**config.mk**
```make
export PLATFORM = sky130hd
export DESIGN_NAME = free_block_table
export DESIGN_NICKNAME = d
export VERILOG_FILES = /design/src/fbt_pkg.sv /design/src/fbt_ram.sv /design/src/free_block_table.sv
export SDC_FILE = /design/constraint.sdc
export NUM_CORES = 2
export LEC_CHECK = 0
export CAP_MARGIN = 20
export CORE_MARGIN = 5
export CORE_UTILIZATION = 48
export DETAILED_ROUTE_END_ITERATION = 10
export DONT_BUFFER_PORTS = 1
export PLACE_DENSITY = 0.62
export SETUP_SLACK_MARGIN = 0.5
export SLEW_MARGIN = 0
export SYNTH_ARGS = -nofsm -noshare
export SYNTH_HDL_FRONTEND = slang
export SYNTH_HIERARCHICAL = 1
export SYNTH_SLANG_ARGS = --single-unit
```
**constraint.sdc**
```tcl
create_clock -name clock -period 7.6 [get_ports clock]
set_input_delay 0.76 -clock clock [delete_from_list [all_inputs] [get_ports clock]]
set_output_delay 0.76 -clock clock [all_outputs]
set_load 0.05 [all_outputs]
```
**src/fbt_pkg.sv**
```systemverilog
// Shared types and constants for the free block table.
package fbt_pkg;

   localparam int ADDR_W = 32;
   localparam int SIZE_W = 32;
   localparam int OP_W = 3;
   localparam int STATUS_W = 2;
   localparam int SLOT_W = 6;
   localparam int COUNT_W = 7;

   localparam int REQ_FIELDS_W = OP_W + SIZE_W + ADDR_W + SIZE_W + SLOT_W;
   localparam int REQ_DATA_W = ((REQ_FIELDS_W + 7) / 8) * 8;
   localparam int RSP_FIELDS_W = STATUS_W + SLOT_W + ADDR_W + SIZE_W + COUNT_W;
   localparam int RSP_DATA_W = ((RSP_FIELDS_W + 7) / 8) * 8;

   localparam logic [OP_W-1:0] OP_FIRST_FIT = 3'd0;
   localparam logic [OP_W-1:0] OP_BEST_FIT = 3'd1;
   localparam logic [OP_W-1:0] OP_FIND_ADDR = 3'd2;
   localparam logic [OP_W-1:0] OP_INSERT = 3'd3;
   localparam logic [OP_W-1:0] OP_APPEND = 3'd4;
   localparam logic [OP_W-1:0] OP_REMOVE = 3'd5;

   localparam logic [STATUS_W-1:0] ST_OK = 2'd0;
   localparam logic [STATUS_W-1:0] ST_MISS = 2'd1;
   localparam logic [STATUS_W-1:0] ST_FULL = 2'd2;
   localparam logic [STATUS_W-1:0] ST_RANGE = 2'd3;

   typedef struct packed {
      logic [ADDR_W-1:0] addr;
      logic [SIZE_W-1:0] size;
   } entry_type;

   localparam int ENTRY_W = $bits(entry_type);

endpackage

```
**src/fbt_ram.sv**
```systemverilog
// Generic single-write, single-read RAM with registered read data.
module fbt_ram #(
   parameter int WIDTH = 64,
   parameter int DEPTH = 64
) (
   input  logic                     clock,
   input  logic                     we,
   input  logic [$clog2(DEPTH)-1:0] waddr,
   input  logic [WIDTH-1:0]         wdata,
   input  logic [$clog2(DEPTH)-1:0] raddr,
   output logic [WIDTH-1:0]         rdata
);

   logic [WIDTH-1:0] mem [DEPTH];

   always_ff @(posedge clock) begin
      if (we) begin
         mem[waddr] <= wdata;
      end
      rdata <= mem[raddr];
   end

endmodule

```
**src/free_block_table.sv**
```systemverilog
// Free block table: a packed list of (address, size) blocks kept in one RAM and walked by
// a small sequencer with one shared compare unit. The block takes one request beat at a
// time and returns one response beat for it. The table RAM has a single read port, so
// every walk reads one entry per cycle: a fit search or address lookup walks every entry
// unless a first-fit or address hit ends the walk early, an ordered insert searches up to
// the insert point and then moves the later entries up, a remove moves the entries after
// the slot down, and an append, an out-of-range remove, a full-table insert or an unused
// opcode walks nothing. The last step also waits while the previous response beat is
// still held. No clearing pass runs after reset; the block is ready as soon as reset ends.
module free_block_table
   import fbt_pkg::*;
#(
   parameter int TABLE_DEPTH = 64
) (
   input  logic                  clock,
   input  logic                  reset,
   input  logic                  req_tvalid,
   output logic                  req_tready,
   // opcode, request_size, block_address, block_size, slot_index, zero fill.
   input  logic [REQ_DATA_W-1:0] req_tdata,
   output logic                  rsp_tvalid,
   input  logic                  rsp_tready,
   // status, found_slot, found_address, found_size, entry_count, zero fill.
   output logic [RSP_DATA_W-1:0] rsp_tdata
);

   localparam int IDX_W = $clog2(TABLE_DEPTH);
   localparam int CNT_W = $clog2(TABLE_DEPTH + 1);
   localparam logic [CNT_W-1:0] FULL_CNT = CNT_W'(TABLE_DEPTH);

   localparam logic [2:0] S_IDLE = 3'd0;
   localparam logic [2:0] S_SCAN = 3'd1;
   localparam logic [2:0] S_MOVE = 3'd2;
   localparam logic [2:0] S_PUT = 3'd3;
   localparam logic [2:0] S_DONE = 3'd4;

   logic [2:0]            state_ff, state_in;
   logic [CNT_W-1:0]      cnt_ff, cnt_in;
   logic                  rd_pend_ff, rd_pend_in;
   logic                  rsp_valid_ff, rsp_valid_in;
   logic [RSP_DATA_W-1:0] rsp_data_ff, rsp_data_in;

   logic [OP_W-1:0]       op_ff, op_in;
   logic [SIZE_W-1:0]     req_size_ff, req_size_in;
   logic [ADDR_W-1:0]     blk_addr_ff, blk_addr_in;
   logic [SIZE_W-1:0]     blk_size_ff, blk_size_in;
   logic [CNT_W-1:0]      left_ff, left_in;
   logic [IDX_W-1:0]      rd_idx_ff, rd_idx_in;
   logic [IDX_W-1:0]      cmp_idx_ff, cmp_idx_in;
   logic [IDX_W-1:0]      pos_ff, pos_in;
   logic                  dir_up_ff, dir_up_in;
   logic [STATUS_W-1:0]   status_ff, status_in;
   logic                  hit_ff, hit_in;
   logic [IDX_W-1:0]      hit_idx_ff, hit_idx_in;
   logic [ADDR_W-1:0]     hit_addr_ff, hit_addr_in;
   logic [SIZE_W-1:0]     hit_size_ff, hit_size_in;
   logic                  best_ff, best_in;
   logic [IDX_W-1:0]      best_idx_ff, best_idx_in;
   logic [ADDR_W-1:0]     best_addr_ff, best_addr_in;
   logic [SIZE_W-1:0]     best_size_ff, best_size_in;

   logic                  ram_we;
   logic [IDX_W-1:0]      ram_waddr;
   logic [ENTRY_W-1:0]    ram_wdata;
   logic [ENTRY_W-1:0]    ram_rdata;
   entry_type             rd_entry;
   entry_type             new_entry;

   logic [OP_W-1:0]       in_op;
   logic [SIZE_W-1:0]     in_req_size;
   logic [ADDR_W-1:0]     in_blk_addr;
   logic [SIZE_W-1:0]     in_blk_size;
   logic [SLOT_W-1:0]     in_slot;

   logic                  req_fire;
   logic                  issue;
   logic                  use_addr;
   logic [31:0]           cmp_key;
   logic [31:0]           cmp_val;
   logic                  cmp_eq;
   logic                  cmp_gt;
   logic                  cmp_smaller;
   logic [IDX_W-1:0]      ins_pos;

   assign in_op = req_tdata[OP_W-1:0];
   assign in_req_size = req_tdata[OP_W +: SIZE_W];
   assign in_blk_addr = req_tdata[OP_W + SIZE_W +: ADDR_W];
   assign in_blk_size = req_tdata[OP_W + SIZE_W + ADDR_W +: SIZE_W];
   assign in_slot = req_tdata[OP_W + 2 * SIZE_W + ADDR_W +: SLOT_W];

   assign req_tready = (state_ff == S_IDLE);
   assign req_fire = req_tvalid && req_tready;
   assign rsp_tvalid = rsp_valid_ff;
   assign rsp_tdata = rsp_data_ff;

   fbt_ram #(
      .WIDTH(ENTRY_W),
      .DEPTH(TABLE_DEPTH)
   ) u_ram (
      .clock(clock),
      .we(ram_we),
      .waddr(ram_waddr),
      .wdata(ram_wdata),
      .raddr(rd_idx_ff),
      .rdata(ram_rdata)
   );

   assign rd_entry = ram_rdata;
   assign new_entry = '{addr: blk_addr_ff, size: blk_size_ff};

   // Shared compare unit: key from the request against the entry just read.
   assign use_addr = (op_ff == OP_FIND_ADDR) || (op_ff == OP_INSERT);
   assign cmp_key = use_addr ? blk_addr_ff : req_size_ff;
   assign cmp_val = use_addr ? rd_entry.addr : rd_entry.size;
   assign cmp_eq = (cmp_val == cmp_key);
   assign cmp_gt = (cmp_val > cmp_key);
   assign cmp_smaller = (rd_entry.size < best_size_ff);

   assign issue = ((state_ff == S_SCAN) || (state_ff == S_MOVE)) && (left_ff != '0) &&
                  !((state_ff == S_SCAN) && (op_ff != OP_BEST_FIT) && hit_ff);
   assign ins_pos = hit_ff ? hit_idx_ff : IDX_W'(cnt_ff);

   always_comb begin
      state_in = state_ff;
      cnt_in = cnt_ff;
      rd_pend_in = 1'b0;
      rsp_valid_in = rsp_valid_ff && !rsp_tready;
      rsp_data_in = rsp_data_ff;
      op_in = op_ff;
      req_size_in = req_size_ff;
      blk_addr_in = blk_addr_ff;
      blk_size_in = blk_size_ff;
      left_in = left_ff;
      rd_idx_in = rd_idx_ff;
      cmp_idx_in = cmp_idx_ff;
      pos_in = pos_ff;
      dir_up_in = dir_up_ff;
      status_in = status_ff;
      hit_in = hit_ff;
      hit_idx_in = hit_idx_ff;
      hit_addr_in = hit_addr_ff;
      hit_size_in = hit_size_ff;
      best_in = best_ff;
      best_idx_in = best_idx_ff;
      best_addr_in = best_addr_ff;
      best_size_in = best_size_ff;
      ram_we = 1'b0;
      ram_waddr = '0;
      ram_wdata = new_entry;

      if (issue) begin
         rd_pend_in = 1'b1;
         cmp_idx_in = rd_idx_ff;
         left_in = left_ff - 1'b1;
         rd_idx_in = ((state_ff == S_MOVE) && dir_up_ff) ? rd_idx_ff - 1'b1 :
                                                           rd_idx_ff + 1'b1;
      end

      unique case (state_ff)
         S_IDLE: begin
            if (req_fire) begin
               op_in = in_op;
               req_size_in = in_req_size;
               blk_addr_in = in_blk_addr;
               blk_size_in = in_blk_size;
               status_in = ST_OK;
               hit_in = 1'b0;
               hit_idx_in = '0;
               hit_addr_in = '0;
               hit_size_in = '0;
               best_in = 1'b0;
               dir_up_in = 1'b0;
               left_in = cnt_ff;
               rd_idx_in = '0;
               state_in = S_DONE;
               unique case (in_op) inside
                  OP_FIRST_FIT, OP_BEST_FIT, OP_FIND_ADDR: begin
                     state_in = S_SCAN;
                  end
                  OP_INSERT: begin
                     if (cnt_ff == FULL_CNT) begin
                        status_in = ST_FULL;
                     end else begin
                        state_in = S_SCAN;
                     end
                  end
                  OP_APPEND: begin
                     if (cnt_ff == FULL_CNT) begin
                        status_in = ST_FULL;
                     end else begin
                        pos_in = IDX_W'(cnt_ff);
                        state_in = S_PUT;
                     end
                  end
                  OP_REMOVE: begin
                     if (32'(in_slot) >= 32'(cnt_ff)) begin
                        status_in = ST_RANGE;
                     end else begin
                        pos_in = IDX_W'(in_slot);
                        rd_idx_in = IDX_W'(in_slot);
                        left_in = cnt_ff - CNT_W'(in_slot);
                        state_in = S_MOVE;
                     end
                  end
                  default: begin
                     status_in = ST_OK;
                  end
               endcase
            end
         end
         S_SCAN: begin
            if (rd_pend_ff) begin
               if (op_ff == OP_BEST_FIT) begin
                  if (cmp_eq && !hit_ff) begin
                     hit_in = 1'b1;
                     hit_idx_in = cmp_idx_ff;
                     hit_addr_in = rd_entry.addr;
                     hit_size_in = rd_entry.size;
                  end
                  if (cmp_gt && (!best_ff || cmp_smaller)) begin
                     best_in = 1'b1;
                     best_idx_in = cmp_idx_ff;
                     best_addr_in = rd_entry.addr;
                     best_size_in = rd_entry.size;
                  end
               end else if (!hit_ff &&
                            ((op_ff == OP_FIND_ADDR) ? cmp_eq : (cmp_eq || cmp_gt))) begin
                  hit_in = 1'b1;
                  hit_idx_in = cmp_idx_ff;
                  hit_addr_in = rd_entry.addr;
                  hit_size_in = rd_entry.size;
               end
            end else if (!issue) begin
               if (op_ff == OP_INSERT) begin
                  pos_in = ins_pos;
                  left_in = cnt_ff - CNT_W'(ins_pos);
                  rd_idx_in = IDX_W'(cnt_ff - 1'b1);
                  dir_up_in = 1'b1;
                  state_in = S_MOVE;
               end else begin
                  state_in = S_DONE;
                  if (hit_ff) begin
                     status_in = ST_OK;
                  end else if ((op_ff == OP_BEST_FIT) && best_ff) begin
                     status_in = ST_OK;
                     hit_idx_in = best_idx_ff;
                     hit_addr_in = best_addr_ff;
                     hit_size_in = best_size_ff;
                  end else begin
                     status_in = ST_MISS;
                  end
               end
            end
         end
         S_MOVE: begin
            if (rd_pend_ff) begin
               ram_wdata = rd_entry;
               if (dir_up_ff) begin
                  ram_we = 1'b1;
                  ram_waddr = cmp_idx_ff + 1'b1;
               end else if (cmp_idx_ff == pos_ff) begin
                  hit_idx_in = pos_ff;
                  hit_addr_in = rd_entry.addr;
                  hit_size_in = rd_entry.size;
               end else begin
                  ram_we = 1'b1;
                  ram_waddr = cmp_idx_ff - 1'b1;
               end
            end else if (!issue) begin
               if (dir_up_ff) begin
                  state_in = S_PUT;
               end else begin
                  cnt_in = cnt_ff - 1'b1;
                  status_in = ST_OK;
                  state_in = S_DONE;
               end
            end
         end
         S_PUT: begin
            ram_we = 1'b1;
            ram_waddr = pos_ff;
            ram_wdata = new_entry;
            cnt_in = cnt_ff + 1'b1;
            status_in = ST_OK;
            hit_idx_in = pos_ff;
            hit_addr_in = blk_addr_ff;
            hit_size_in = blk_size_ff;
            state_in = S_DONE;
         end
         S_DONE: begin
            if (!rsp_valid_ff || rsp_tready) begin
               rsp_valid_in = 1'b1;
               rsp_data_in = RSP_DATA_W'({COUNT_W'(cnt_ff), hit_size_ff, hit_addr_ff,
                                          SLOT_W'(hit_idx_ff), status_ff});
               state_in = S_IDLE;
            end
         end
         default: begin
            state_in = S_IDLE;
         end
      endcase
   end

   always_ff @(posedge clock) begin
      if (reset) begin
         state_ff <= S_IDLE;
         cnt_ff <= '0;
         rd_pend_ff <= 1'b0;
         rsp_valid_ff <= 1'b0;
      end else begin
         state_ff <= state_in;
         cnt_ff <= cnt_in;
         rd_pend_ff <= rd_pend_in;
         rsp_valid_ff <= rsp_valid_in;
      end
   end

   always_ff @(posedge clock) begin
      rsp_data_ff <= rsp_data_in;
      op_ff <= op_in;
      req_size_ff <= req_size_in;
      blk_addr_ff <= blk_addr_in;
      blk_size_ff <= blk_size_in;
      left_ff <= left_in;
      rd_idx_ff <= rd_idx_in;
      cmp_idx_ff <= cmp_idx_in;
      pos_ff <= pos_in;
      dir_up_ff <= dir_up_in;
      status_ff <= status_in;
      hit_ff <= hit_in;
      hit_idx_ff <= hit_idx_in;
      hit_addr_ff <= hit_addr_in;
      hit_size_ff <= hit_size_in;
      best_ff <= best_in;
      best_idx_ff <= best_idx_in;
      best_addr_ff <= best_addr_in;
      best_size_ff <= best_size_in;
   end

   a_count_bound: assert property (@(posedge clock) disable iff (reset)
      cnt_ff <= FULL_CNT)
      else $error("Entry count exceeds the table depth.");

   a_write_busy: assert property (@(posedge clock) disable iff (reset)
      ram_we |-> (state_ff == S_MOVE || state_ff == S_PUT))
      else $error("Table write outside a move or put step.");

   a_read_walk: assert property (@(posedge clock) disable iff (reset)
      rd_pend_ff |-> (state_ff == S_SCAN || state_ff == S_MOVE))
      else $error("Pending table read outside a walk.");

   a_count_change: assert property (@(posedge clock) disable iff (reset)
      !$stable(cnt_ff) |-> ($past(state_ff) == S_PUT || $past(state_ff) == S_MOVE))
      else $error("Entry count changed outside a put or remove.");

   a_beat_done: assert property (@(posedge clock) disable iff (reset)
      $rose(rsp_valid_ff) |-> $past(state_ff) == S_DONE)
      else $error("Response beat raised without finishing an operation.");

endmodule

```
==> summary.json <==
{
  "cap_viol_max_count": {"value": 0},
  "cts_post_setup_buffers_inserted": {"value": 0},
  "synth_nets": {"value": 8392},
  "worstReg2RegStart": {"value": "state_ff[1]"},
  "vdd_drop_max": {"value": 223, "unit": "µV"},
  "dr.first_iter.drc_count": {"value": 11900},
  "clock_latency_at_the_later_pin_of_the_worst_skew_pair": {"value": 1.00, "unit": "ns"},
  "worst_ep_arrival_time": {"value": 6.12, "unit": "ns"},
  "yosysSeqAreaShare": {"value": 77.3, "unit": "%"},
  "wire_length_of_the_first_global_routing_pass": {"value": 657000, "unit": "µm"},
  "std_cell_rows": {"value": 221},
  "power.switching_fraction": {"value": 29.5, "unit": "%"},
  "registers.top_by_ff_count": {"value": "u_ram/mem"},
  "slew_headroom": {"value": 20.9, "unit": "%"},
  "die_width": {"value": 613, "unit": "µm"},
  "place_congestion": {"value": 0.881},
  "finalPower": {"value": 0.0661, "unit": "W"},
  "cts_tree": {"value": "done"},
  "cts-resized-gates": {"value": 0},
  "wl_per_cell": {"value": 33.7, "unit": "µm"},
  "finalSetupViolCount": {"value": 0},
  "num_io_pins": {"value": 198},
  "maxClockFrequency": {"value": 181, "unit": "MHz"},
  "first_global_vias": {"value": 87200},
  "mapped_avg_cell_area": {"value": 21.3, "unit": "µm²"},
  "regToRegEndpoint": {"value": "u_ram/mem[31][47]"},
  "power_switching": {"value": 0.0195, "unit": "W"},
  "synth-warning-count": {"value": 6},
  "timing_worst_setup_path_type": {"value": "reg -> reg"},
  "drt_drc_violations_left": {"value": 0},
  "grt.total_usage": {"value": 24.5, "unit": "%"},
  "pwr-share-seq": {"value": 46.3, "unit": "%"},
  "core_region_area": {"value": 0.362, "unit": "mm²"},
  "cts_sinks": {"value": 4520},
  "antenna_violations_before_repair": {"value": 31},
  "syn2layout_area_growth": {"value": 12.9, "unit": "%"},
  "crit_path_cell_trace": {"value": "nor3b_1, and2_4, a21boi_1, a22o_1, nand4_1, nor2_4, buf_4"},
  "grt_setup_unrepaired": {"value": "false"},
  "synth.most_common_cell": {"value": "edfxtp_1"},
  "placed_cell_area": {"value": 0.181, "unit": "mm²"},
  "post_synth_num_cell_types": {"value": 88},
  "report.final.hold_viol_count": {"value": 0},
  "fillCellCount": {"value": 27200},
  "final-max-slew-violation-count": {"value": 0},
  "p_leak": {"value": 60.4, "unit": "nW"},
  "final_layout_size_suffix_gt1_share": {"value": 23.6, "unit": "%"},
  "top_ff_cell_synth": {"value": "edfxtp_1"},
  "detailedRoute.firstPassIterationCount": {"value": 11},
  "htree_num_levels": {"value": 5},
  "hpwlAfterDp": {"value": 260000, "unit": "µm"},
  "pwr-share-clk": {"value": 32.4, "unit": "%"},
  "die_area": {"value": 0.376, "unit": "mm²"},
  "fin_skew": {"value": 0.0861, "unit": "ns"},
  "tightest_slew": {"value": 1.18, "unit": "ns"},
  "finalNetCount": {"value": 8762},
  "ant_nets": {"value": 0},
  "status": {"value": "finished clean"},
  "critical_path.top_delay_family": {"value": "simple AND/OR/NAND/NOR gates"},
  "synthDominantCellAreaShare": {"value": 76.3, "unit": "%"},
  "timing.hold.worst_path_depth": {"value": 3},
  "hold_fix_buffers_cts": {"value": 105},
  "vias_per_cell": {"value": 6.34},
  "reg2reg_slack": {"value": 2.06, "unit": "ns"},
  "power_per_cell_area": {"value": 336, "unit": "mW/mm²"},
  "path_max_fanout": {"value": 27},
  "number_of_input_and_output_port_buffers_inserted": {"value": 0},
  "layout_min_cycle_time": {"value": 5.54, "unit": "ns"},
  "ys_async_sr_fraction": {"value": 0, "unit": "%"},
  "largest_reg_flops": {"value": 4096},
  "launch_point_of_the_worst_hold_path": {"value": "rsp_tready"},
  "startpoint_type": {"value": "register"},
  "synth_seq_cells": {"value": 4520},
  "kind_of_capture_point_of_the_worst_setup_path": {"value": "register"},
  "timing.critical_path.slowest_stage_cell": {"value": "nor2_4"},
  "clockBufferDepth": {"value": 4},
  "min_path_type": {"value": "in -> reg"},
  "grt_start_max_net_pins": {"value": 98},
  "p_comb_share": {"value": 21.3, "unit": "%"},
  "power.internal": {"value": 0.0466, "unit": "W"},
  "floorplan.initialDensity": {"value": 48.2, "unit": "%"},
  "cts-buffers-inserted": {"value": 451},
  "y_dimension_of_the_die": {"value": 613, "unit": "µm"},
  "synth_edf_count": {"value": 4431},
  "netlist_top_cells_count": {"value": "edfxtp_1, mux4_2, nand2_1"},
  "critical-path-max-stage-delay": {"value": 1.20, "unit": "ns"},
  "timing.critical_path.required": {"value": 8.18, "unit": "ns"},
  "postRouteWirelength": {"value": 464000, "unit": "µm"},
  "synth_top_area_cell": {"value": "edfxtp_1"},
  "min_delay_worst_endpoint": {"value": "state_ff[2]"},
  "critPathBufInv": {"value": 1},
  "vias": {"value": 87100},
  "fin_tns_setup": {"value": 0, "unit": "ns"},
  "yosys-top-cells-area": {"value": "edfxtp_1, mux4_2, mux2i_1"},
  "fin_area": {"value": 0.197, "unit": "mm²"},
  "share_of_the_clock_period_used_by_the_worst_path": {"value": 72.9, "unit": "%"},
  "number_of_cell_instances_on_the_worst_register_to_register_path": {"value": 7},
  "synth.cell_area": {"value": 0.174, "unit": "mm²"},
  "cts.reportedPaths.clkPinSlew": {"value": 0.07, "unit": "ns"},
  "synthCells": {"value": 8187},
  "gr-total-overflow": {"value": 0},
  "root_buffer": {"value": "clkbuf_16"}
}
logic make-up (layout without fill, tap and decap cells):
kind of cell	Yosys count	after routing	share of synthesized area, %
DFF	4520	4520	77.3
xor gates and xnor gates	38	38	0.191
and+or+nand+nor	1007	1007	2.76
muxes	1297	1297	14.8
other	1	10	0.00215
AOI/OAI and AO/OA	651	651	2.65
adders and majority gates	89	89	0.651
buffers and inverters	584	1344	1.60
worst max-delay path by stage:
stage	from	end	slack (ns)	depth (start not counted)
6_report	state_ff[1]	u_ram/mem[31][47]	2.06	7
5_1_grt	state_ff[1]	u_ram/mem[28][32]	1.89	7
4_1_cts	state_ff[1]	u_ram/mem[26][47]	2.20	9
3_5_place_dp	state_ff[1]	u_ram/mem[26][47]	2.24	9
3_3_place_gp	state_ff[1]	u_ram/mem[26][47]	2.35	9
2_1_floorplan	state_ff[2]	u_ram/mem[48][0]	0.58	10
cells in the final DEF (no fill, tap or decap), types with 79 or more instances in the layout:
cell type,netlist,layout
dlygate4sd3_1,0,105
mux4_2,1024,1024
buf_4,40,209
nor2_1,167,101
mux2i_1,203,203
inv_1,121,120
o22ai_1,79,79
a22oi_1,130,130
edfxtp_1,4431,4431
dfxtp_1,89,84
clkinv_2,1,84
nand2_1,351,349
ha_1,86,86
nand4_1,101,101
clkbuf_1,206,82
clkbuf_16,0,454
nand3_1,199,199
clkinv_1,1,137
per-layer routing:
metal	track usage (%)	up-vias	part of all wire (%)
li1	-	35100	-
met3	4.67	750	9.8
met2	38.4	4514	47
met1	35.6	46800	40
met5	0	-	0.0086
met4	6.84	6	2.8
stage by stage:
| step | util [%] | cells | hold slack, ns | setup slack [ns] |
|---|---|---|---|---|
| detailed placement | 50.0 | 12800 | 0.405 | 2.24 |
| floorplan | - | 8187 | 0.400 | 0.584 |
| global route | 54.3 | 13700 | 0.0779 | 1.89 |
| CTS | 54.3 | 13700 | 0.000726 | 2.20 |
| finish | 54.3 | 13800 | 0.0703 | 2.06 |
| global placement | 50.0 | 12800 | 0.404 | 2.35 |
area by class of cell:
type	count	area [µm²]	share of cell area, %
well taps	4794	6000	3.05
diodes	9	22.5	0.0114
multi-input cells	3083	37400	19.0
clock buffers	553	11900	6.05
repair buffers	377	3850	1.96
inverters	124	469	0.238
clock inverters	290	2340	1.19
flip-flops and latches	4520	135000	68.5
power groups by stage:
stage | sequential, W | combinational (W) | clock, W
after floorplan | 0.0304 | 0.00902 | 0
after global placement | 0.0311 | 0.0138 | 0
after detailed placement | 0.0311 | 0.0139 | 0
after CTS | 0.0306 | 0.0140 | 0.0218
after global routing | 0.0306 | 0.0150 | 0.0229
final | 0.0306 | 0.0141 | 0.0214
worst reg2reg max path: stages (launching register included):
cell and delay (ns):
dfxtp_1 0.62, nor3b_1 0.41, and2_4 0.42, a21boi_1 0.51, a22o_1 0.52, nand4_1 0.84
nor2_4 1.21, buf_4 0.62
Power figures use the tool's default switching activity.
